==> src/rtl/can_frame_pool_accumulator_top_assert.svh <==
// Assertion macros for the CAN frame pool accumulator.
`ifndef CAN_FRAME_POOL_ACCUMULATOR_TOP_ASSERT_SVH
`define CAN_FRAME_POOL_ACCUMULATOR_TOP_ASSERT_SVH
`ifndef SYNTHESIS
`define CFPA_ASSERT_IMPL(lbl, clk, rstn, prop) \
  lbl: assert property (@(posedge clk) disable iff (!rstn) prop) else $error("assertion failed");
`define CFPA_ASSERT_NEXT(lbl, clk, rstn, a, b) \
  lbl: assert property (@(posedge clk) disable iff (!rstn) (a) |=> (b)) else $error("assertion failed");
`else
`define CFPA_ASSERT_IMPL(lbl, clk, rstn, prop)
`define CFPA_ASSERT_NEXT(lbl, clk, rstn, a, b)
`endif
`endif

==> src/rtl/cfpa_deadline.sv <==
// ----------------------------------------------------------------------------
// CFPA deadline unit
// Shared 32-bit subtract unit used for time left, deadline due and wait.
// ----------------------------------------------------------------------------
`default_nettype none
module cfpa_deadline (
  input  wire logic [31:0] a_i,
  input  wire logic [31:0] b_i,
  output logic      [31:0] diff_o
);
  assign diff_o = a_i - b_i;
endmodule
`default_nettype wire

==> config.mk <==
export PLATFORM = sky130hd
export DESIGN_NAME = cfpa_deadline
export DESIGN_NICKNAME = d
export VERILOG_FILES = /design/src/rtl/can_frame_pool_accumulator_top_assert.svh /design/src/rtl/cfpa_deadline.sv
export SDC_FILE = /design/constraint.sdc
export NUM_CORES = 1
export LEC_CHECK = 0
export ABC_AREA = 1
export BUFFER_PORTS_ARGS = -buffer_cell sky130_fd_sc_hd__buf_2
export CAP_MARGIN = 20
export CORE_ASPECT_RATIO = 1.4
export CORE_MARGIN = 4
export CORE_UTILIZATION = 55
export DETAILED_ROUTE_END_ITERATION = 8
export PLACE_DENSITY = 0.92
export SYNTH_ARGS = -nofsm -noshare
export SYNTH_HDL_FRONTEND = slang
export SYNTH_SLANG_ARGS = --single-unit
==> constraint.sdc <==
create_clock -name vclk -period 3.1
set_input_delay 0.31 -clock vclk [all_inputs]
set_output_delay 0.31 -clock vclk [all_outputs]
set_load 0.1 [all_outputs]
==> flow_summary.yaml, run 1 <==
setup_path:
  critical_path.top_delay_family: "simple AND/OR/NAND/NOR gates"
  worstPathCellList: "buf_2 > inv_1 > ha_1 > fa_1 > inv_1 > nand3_1 > nand3_1 > nand3_1 > nand3_1 > nand2_1 > nand2_1 > nand2_1 > nand2_1 > buf_2"
  required_ns: 2.79
  worstSetupStartpointType: "input pin"
  critPathLaunch: "a_i[0]"
  critPathSlowestCell: "fa_1"
  crit_type: "input pin to output pin"
  critPathCaptureType: "output pin"
  crit_buf_inv: 4
  critPathArrivalTime_ns: 2.36
  crit_fanout: 3
  cp_slowest_stage_delay_ns: 0.42
power:
  powerDensity_mw_per_mm2: 386
  fin_total_pwr_w: 0.00119
  peakVddDrop_v: 0.000348
  leakage_nw: 2.31
final_layout:
  drive_gt1_frac: 0.182
  num_antenna_cells: 0
  num-fill-cells: 449
  num-clock-buffers: 0
  synthToLayoutAreaGrowth_pct: 22.7
  seq_cell_count: 0
  nets: 729
  multi_input_area_mm2: 0.00197
  final_common_cell: "nand2_1"
  final-seq-area_um2: 0
  layout_common_cells: "nand2_1, inv_1, buf_2, nor2_1, ha_1"
detailed_routing:
  drt_iter0_markers: 135
  vias_per_cell: 4.75
  firstDrtPassIters: 4
  via_count: 3282
  drc: 0
  wirelength_um: 7350
  post_drt_wl_per_cell_um: 10.6
  antenna_left: 0
timing:
  tightest_slew_ns: 0.489
  finalSetupTns_ns: 0
  setup_viol: 0
  slew_headroom: 0.676
  period_needed_ns: 2.67
  setup_ws_ns: 0.428
  fmax_mhz: 374
  rsz0062_at_grt: "false"
  period_share: 0.862
  finalHoldViolCount: 0
  slew_viol_final: 0
floorplanning:
  io_pins: 96
  initial_core_util: 0.580
  die_x_um: 65.2
  die_h_um: 88.1
  num_rows: 28
  fp.coreArea_mm2: 0.00434
  dieArea_mm2: 0.00574
placed_design:
  gp_congestion: 0.966
  numPortBuffers: 96
  place_ws_ns: 0.460
  dp_hpwl_um: 6710
run:
  maxCapViolCount: 0
logic_synthesis:
  post_synth_num_cell_types: 20
  synth_nets: 631
  synth_area_per_cell_um2: 4.71
  syn_area_mm2: 0.00252
  yosys_warnings: 0
  synth-seq-area-share: 0
  syn_inst: 535
grt:
  overflow: 0
  antenna_found_initial: 0
  grt_max_degree: 7
  grt_pass1_wl_um: 12100
  gr-usage-all-layers: 0.255
  grt_pass1_vias: 3139
clock_network:
  postCtsSetupBuffers: 0
  ctsResizeCount: 0
  postCtsHoldBufs: 0
min_path:
  holdPathEnd: "diff_o[0]"
  hp-class: "input pin to output pin"
  min-delay-start: "b_i[0]"
  min_path_cells: 4
status:
  status: "finished, final reports clean"
## cells in the mapped netlist (2+ instances only)
master	instances	area, µm²
xor2_1	13	114
nand3_2	2	20.0
nand3_1	25	125
inv_1	149	559
nand2_2	11	68.8
a21oi_1	21	105
o21bai_1	2	15.0
nor3_1	2	10.0
ha_1	31	388
nand4_1	5	31.3
nor2_1	40	150
nand2_1	225	845
xnor2_1	2	17.5
## how the worst max path moves through the flow
stage / to / depth (start not counted)
3_5_place_dp: diff_o[28] / 14
5_1_grt: diff_o[20] / 14
4_1_cts: diff_o[28] / 14
2_1_floorplan: diff_o[14] / 9
6_report: diff_o[28] / 14
3_3_place_gp: diff_o[28] / 14
## final cells by class
type,instances,area share
multi-input cells,386,0.639
well taps,60,0.0243
repair buffers,96,0.156
inverters,149,0.181
## power by group
group / total, W / switching [W] / internal (W)
Sequential: 0 / 0 / 0
Clock: 0 / 0 / 0
Combinational: 0.00119 / 0.000949 / 0.000244
Total: 0.00119 / 0.000949 / 0.000244
## layer usage
| metal | global-route usage | part of all wire |
|---|---|---|
| met1 | 0.249 | 0.39 |
| met2 | 0.526 | 0.50 |
| met3 | 0.0193 | 0.065 |
| met4 | 0.115 | 0.046 |
| met5 | 0 | 0 |
## logic make-up (layout without fill, tap and decap cells)
| family | Yosys count | in the layout | synth area share |
|---|---|---|---|
| simple gates | 314 | 314 | 0.509 |
| buf+inv | 149 | 245 | 0.222 |
| fa+ha+maj | 32 | 32 | 0.162 |
| compound gates | 25 | 25 | 0.0551 |
| xor+xnor | 15 | 15 | 0.0522 |
## per-stage QoR
step            util  hold slack, ns  std cells  area (µm²)
2_1_floorplan      -            1.07        535        2530
3_3_place_gp   0.711            1.11        691        3090
3_5_place_dp   0.711            1.13        691        3090
4_1_cts        0.711            1.13        691        3090
5_1_grt        0.711            1.16        691        3090
6_report       0.711            1.13        691        3090
Power figures use the tool's default switching activity.
==> run 2: changes to the inputs <==
--- a/config.mk
+++ b/config.mk
@@ -10,9 +10,9 @@
 export CAP_MARGIN = 20
 export CORE_ASPECT_RATIO = 1.4
 export CORE_MARGIN = 4
-export CORE_UTILIZATION = 55
+export CORE_UTILIZATION = 45
 export DETAILED_ROUTE_END_ITERATION = 8
-export PLACE_DENSITY = 0.92
+export PLACE_DENSITY = 0.78
 export SYNTH_ARGS = -nofsm -noshare
 export SYNTH_HDL_FRONTEND = slang
 export SYNTH_SLANG_ARGS = --single-unit
==> run 2 against run 1 <==
  * First-iteration DRC count decreased by 13%
  * Worst hold slack got worse by 0.012 ns
  * Global-route usage decreased by 4.6 points
  * Sequential share of layout area unchanged
  * Largest power group unchanged
==> flow_summary.yaml, run 2 (synthesis results as in run 1) <==
setup_path:
  critPathLaunch: "a_i[0]"
  required_ns: 2.79
  critPathArrivalTime_ns: 2.37
  worstSetupStartpointType: "input pin"
  crit_type: "input pin to output pin"
  critPathCaptureType: "output pin"
  crit_fanout: 3
  endpoint: "diff_o[28]"
final_layout:
  layout_common_cells: "nand2_1, inv_1, buf_2, nor2_1, ha_1"
  synthToLayoutAreaGrowth_pct: 23.1
  num_antenna_cells: 0
  nets: 729
  final_common_cell: "nand2_1"
  num-clock-buffers: 0
  final-seq-area_um2: 0
  final_util: 0.565
  seq_cell_count: 0
  drive_gt1_frac: 0.182
detailed_routing:
  antenna_left: 0
  firstDrtPassIters: 4
  wl_met3_um: 513
  vias_per_cell: 4.58
  wl_met1_um: 2870
  highest_layer: "met4"
  drt_iter0_markers: 118
  drc: 0
  wirelength_um: 7450
  route.met2.wl_um: 3780
  post_drt_wl_per_cell_um: 10.7
  via_count: 3203
timing:
  slew_viol_final: 0
  finalHoldViolCount: 0
  hold_slack_ns: 1.12
  tightest_slew_ns: 0.496
  period_share: 0.863
  rsz0062_at_grt: "false"
  period_needed_ns: 2.68
  setup_viol: 0
  slew_headroom: 0.672
  finalSetupTns_ns: 0
  fmax_mhz: 374
power:
  leakage_nw: 2.31
  powerDensity_mw_per_mm2: 385
  peakVddDrop_v: 0.000296
status:
  status: "finished, final reports clean"
grt:
  overflow: 0
  antenna_found_initial: 0
  grt_pass1_vias: 2992
  gr-usage-all-layers: 0.209
  grt_pass1_wl_um: 12000
  grt_max_degree: 7
floorplanning:
  io_pins: 96
  dieArea_mm2: 0.00688
  die_x_um: 71.2
  num_rows: 32
  die_h_um: 96.5
  fp.coreArea_mm2: 0.00549
  initial_core_util: 0.459
placed_design:
  dp_hpwl_um: 6910
  gp_congestion: 0.962
  numPortBuffers: 96
clock_network:
  ctsResizeCount: 0
  postCtsSetupBuffers: 0
  postCtsHoldBufs: 0
run:
  maxCapViolCount: 0
min_path:
  hp-class: "input pin to output pin"
[run 2: cell counts in the layout (fill, tap and decap cells not counted)]
Identical to the previous run, type by type.
[run 2: metrics by stage]
| step | total power [W] | area [µm²] | cells | setup WS [ns] |
|---|---|---|---|---|
| final | 0.00119 | 3100 | 699 | 0.424 |
| after global routing | 0.00128 | 3100 | 699 | 0.271 |
| after CTS | 0.00120 | 3100 | 699 | 0.431 |
| after detailed placement | 0.00120 | 3100 | 699 | 0.433 |
| after global placement | 0.00119 | 3100 | 699 | 0.467 |
| after floorplan | 0.000982 | 2530 | 535 | 0.0598 |
[run 2: critical path, stage by stage]
cell,delay [ns]
buf_2,0.07
inv_1,0.03
ha_1,0.21
fa_1,0.43
inv_1,0.12
nand3_1,0.07
nand3_1,0.14
nand3_1,0.08
nand3_1,0.19
nand2_1,0.11
nand2_1,0.08
nand2_1,0.04
nand2_1,0.05
buf_2,0.42
[run 2: layout make-up]
type               instances  area, µm²
fillers                  623       2390
multi-input cells        386       1970
inverters                149        559
repair buffers            96        480
well taps                 68       85.1
[run 2: worst min-delay path by stage]
stage / start / endpoint / slack [ns] / depth (start not counted)
floorplan: b_i[0] / diff_o[0] / 1.07 / 2
global placement: b_i[0] / diff_o[0] / 1.11 / 4
detailed placement: b_i[0] / diff_o[0] / 1.12 / 4
CTS: b_i[0] / diff_o[0] / 1.12 / 4
global route: b_i[0] / diff_o[0] / 1.15 / 4
finish: b_i[0] / diff_o[0] / 1.12 / 4
[run 2: layer usage]
layer / vias up / GRT usage
met2: 117 / 0.425
li1: 1760 / -
met5: - / 0
met4: 0 / 0.0862
met3: 23 / 0.0166
met1: 1303 / 0.215
[run 2: power by group]
part           internal, W  leakage (nW)  switching (W)
registers                0             0              0
logic             0.000245          2.31       0.000949
clock network            0             0              0
==> run 3: changes to the inputs <==
--- a/config.mk
+++ b/config.mk
@@ -5,14 +5,13 @@
 export SDC_FILE = /design/constraint.sdc
 export NUM_CORES = 1
 export LEC_CHECK = 0
-export ABC_AREA = 1
 export BUFFER_PORTS_ARGS = -buffer_cell sky130_fd_sc_hd__buf_2
 export CAP_MARGIN = 20
 export CORE_ASPECT_RATIO = 1.4
 export CORE_MARGIN = 4
 export CORE_UTILIZATION = 45
 export DETAILED_ROUTE_END_ITERATION = 8
-export PLACE_DENSITY = 0.78
+export PLACE_DENSITY = 0.84
 export SYNTH_ARGS = -nofsm -noshare
 export SYNTH_HDL_FRONTEND = slang
 export SYNTH_SLANG_ARGS = --single-unit
==> run 3 against run 2 <==
  * Sequential cell count did not move
  * Non-clock buffer count rose by 5
  * Global-route usage fell by 0.061 points
  * Power rose by 20%
  * Worst setup slack got worse by 0.27 ns
  * Via count fell by 29%
==> flow_summary.yaml, run 3 <==
floorplanning:
  initial_core_util: 0.465
  die_h_um: 83.6
  num_rows: 27
  dieArea_mm2: 0.00519
  io_pins: 96
  fp.coreArea_mm2: 0.00395
  die_x_um: 62.0
final_layout:
  seq_cell_count: 0
  nets: 470
  num-clock-buffers: 0
  layout_common_cells: "buf_2, inv_1, ha_1, nand2_1"
  drive_gt1_frac: 0.355
  final-seq-area_um2: 0
  synthToLayoutAreaGrowth_pct: 51.9
  final_common_cell: "buf_2"
  num_antenna_cells: 0
  final_util: 0.707
run:
  maxCapViolCount: 0
detailed_routing:
  drt_iter0_markers: 65
  via_count: 2264
  wirelength_um: 5420
  antenna_left: 0
  drc: 0
  post_drt_wl_per_cell_um: 13.1
  vias_per_cell: 5.46
  firstDrtPassIters: 4
logic_synthesis:
  yosys_warnings: 0
  ys_top_cells_by_area: "ha_1, inv_1, xnor2_1"
  synth.most_common_cell: "inv_1"
  synth-seq-area-share: 0
  syn_area_mm2: 0.00184
  synth.top_cells.by_count: "inv_1, ha_1, nand2_1, a21oi_1, nor2_1"
  synth_nets: 375
  synth_top_area_share: 0.211
  syn_inst: 279
  synth_top_cell_by_area: "ha_1"
  synth_area_per_cell_um2: 6.59
  post_synth_num_cell_types: 42
setup_path:
  crit_buf_inv: 4
  worstPathCellList: "buf_2 > inv_1 > ha_1 > fa_1 > nor2b_1 > o2111ai_1 > nand2_2 > a31o_4 > a21oi_2 > o311ai_1 > buf_4 > xor2_4 > buf_12"
  critPathCaptureType: "output pin"
  cp_slowest_stage_delay_ns: 0.40
  crit_fanout: 3
  required_ns: 2.79
  critPathArrivalTime_ns: 2.63
  worstSetupStartpointType: "input pin"
  critical_path.top_delay_family: "compound AO/OA/AOI/OAI gates"
  crit_type: "input pin to output pin"
  critPathSlowestCell: "fa_1"
timing:
  tightest_slew_ns: 0.481
  fmax_mhz: 340
  period_needed_ns: 2.94
  period_share: 0.949
  finalHoldViolCount: 0
  setup_ws_ns: 0.159
  hold_slack_ns: 1.11
  slew_viol_final: 0
  setup_viol: 0
  slew_headroom: 0.671
  rsz0062_at_grt: "true"
power:
  switchingPower_w: 0.00101
  seqPwrFrac: 0
  leakage_nw: 1.54
  swShare: 0.705
  combPwrFrac: 1.000
  peakVddDrop_v: 0.000428
  powerDensity_mw_per_mm2: 514
  clkPwrFrac: 0
  intPower_w: 0.000424
placed_design:
  gp_congestion: 0.867
  numPortBuffers: 96
  place_ws_ns: 0.0958
  dp_hpwl_um: 4930
grt:
  antenna_found_initial: 0
  grt_max_degree: 9
  grt_pass1_wl_um: 9000
  grt_pass1_vias: 2240
  gr-usage-all-layers: 0.209
  overflow: 0
status:
  status: "finished, final reports clean"
min_path:
  min-delay-start: "a_i[31]"
  min_path_cells: 4
  holdPathEnd: "diff_o[31]"
  hp-class: "input pin to output pin"
clock_network:
  postCtsSetupBuffers: 0
[run 3: changes by cell type in the layout (fill, tap and decap cells not counted), sizes merged, moves of 6 or more]
cell and delta:
a21o +14, inv -108, nand2 -209, nand3 -26
nor2 -18, o21a +6, o21ai +20, xnor2 +14
[run 3: stage by stage]
| stage | TNS [ns] | total power, W | std cells | cell area, µm² |
|---|---|---|---|---|
| 2_1_floorplan | -0.703 | 0.00107 | 279 | 2020 |
| 3_3_place_gp | 0 | 0.00142 | 415 | 2770 |
| 3_5_place_dp | 0 | 0.00143 | 415 | 2770 |
| 4_1_cts | 0 | 0.00143 | 415 | 2770 |
| 5_1_grt | -0.00220 | 0.00150 | 415 | 2790 |
| 6_report | 0 | 0.00144 | 415 | 2790 |
[run 3: final cells by class]
| cell class | count | area (µm²) |
|---|---|---|
| Inverter | 41 | 154 |
| Fill cell | 321 | 1160 |
| Timing Repair Buffer | 101 | 728 |
| Tap cell | 43 | 53.8 |
| Multi-Input combinational cell | 230 | 1860 |
[run 3: how the worst max path moves through the flow]
| stage | startpoint | end | slack, ns | cells after the start |
|---|---|---|---|---|
| after floorplan | b_i[11] | diff_o[18] | -0.35 | 8 |
| after global placement | a_i[4] | diff_o[29] | 0.12 | 10 |
| after detailed placement | b_i[4] | diff_o[29] | 0.1 | 11 |
| after CTS | b_i[4] | diff_o[29] | 0.08 | 11 |
| after global routing | a_i[0] | diff_o[30] | -0.002 | 13 |
| final | a_i[0] | diff_o[30] | 0.16 | 13 |
[run 3: metal layers]
layer / part of all wire / vias to the layer above / global-route usage / wire length (µm)
li1: - / 1169 / - / -
met1: 0.35 / 1019 / 0.212 / 1910
met2: 0.57 / 70 / 0.425 / 3100
met3: 0.065 / 6 / 0.0217 / 350
met4: 0.012 / 0 / 0.0270 / 66
met5: 0 / - / 0 / 0
[run 3: power by group through the flow]
stage	sequential [W]	combinational, W	clock (W)
final	0	0.00144	0
after global routing	0	0.00150	0
after CTS	0	0.00143	0
after detailed placement	0	0.00143	0
after global placement	0	0.00142	0
after floorplan	0	0.00107	0
[run 3: tightest hold or removal path: cells and delay by family]
family,cells,cell delay (ns)
buffers and inverters,2,0.26
XOR/XNOR,2,0.23
[run 3: what timing repair did]
action                                  CTS  global route
hold buffers                              0             0
gates resized for setup                   0             5
endpoints found under the setup margin    0             7
[run 3: cells by family after synthesis]
family	synth area share
AOI/OAI and AO/OA	0.362
xor gates and xnor gates	0.129
and+or+nand+nor	0.187
adders and majority gates	0.222
buffers and inverters	0.101
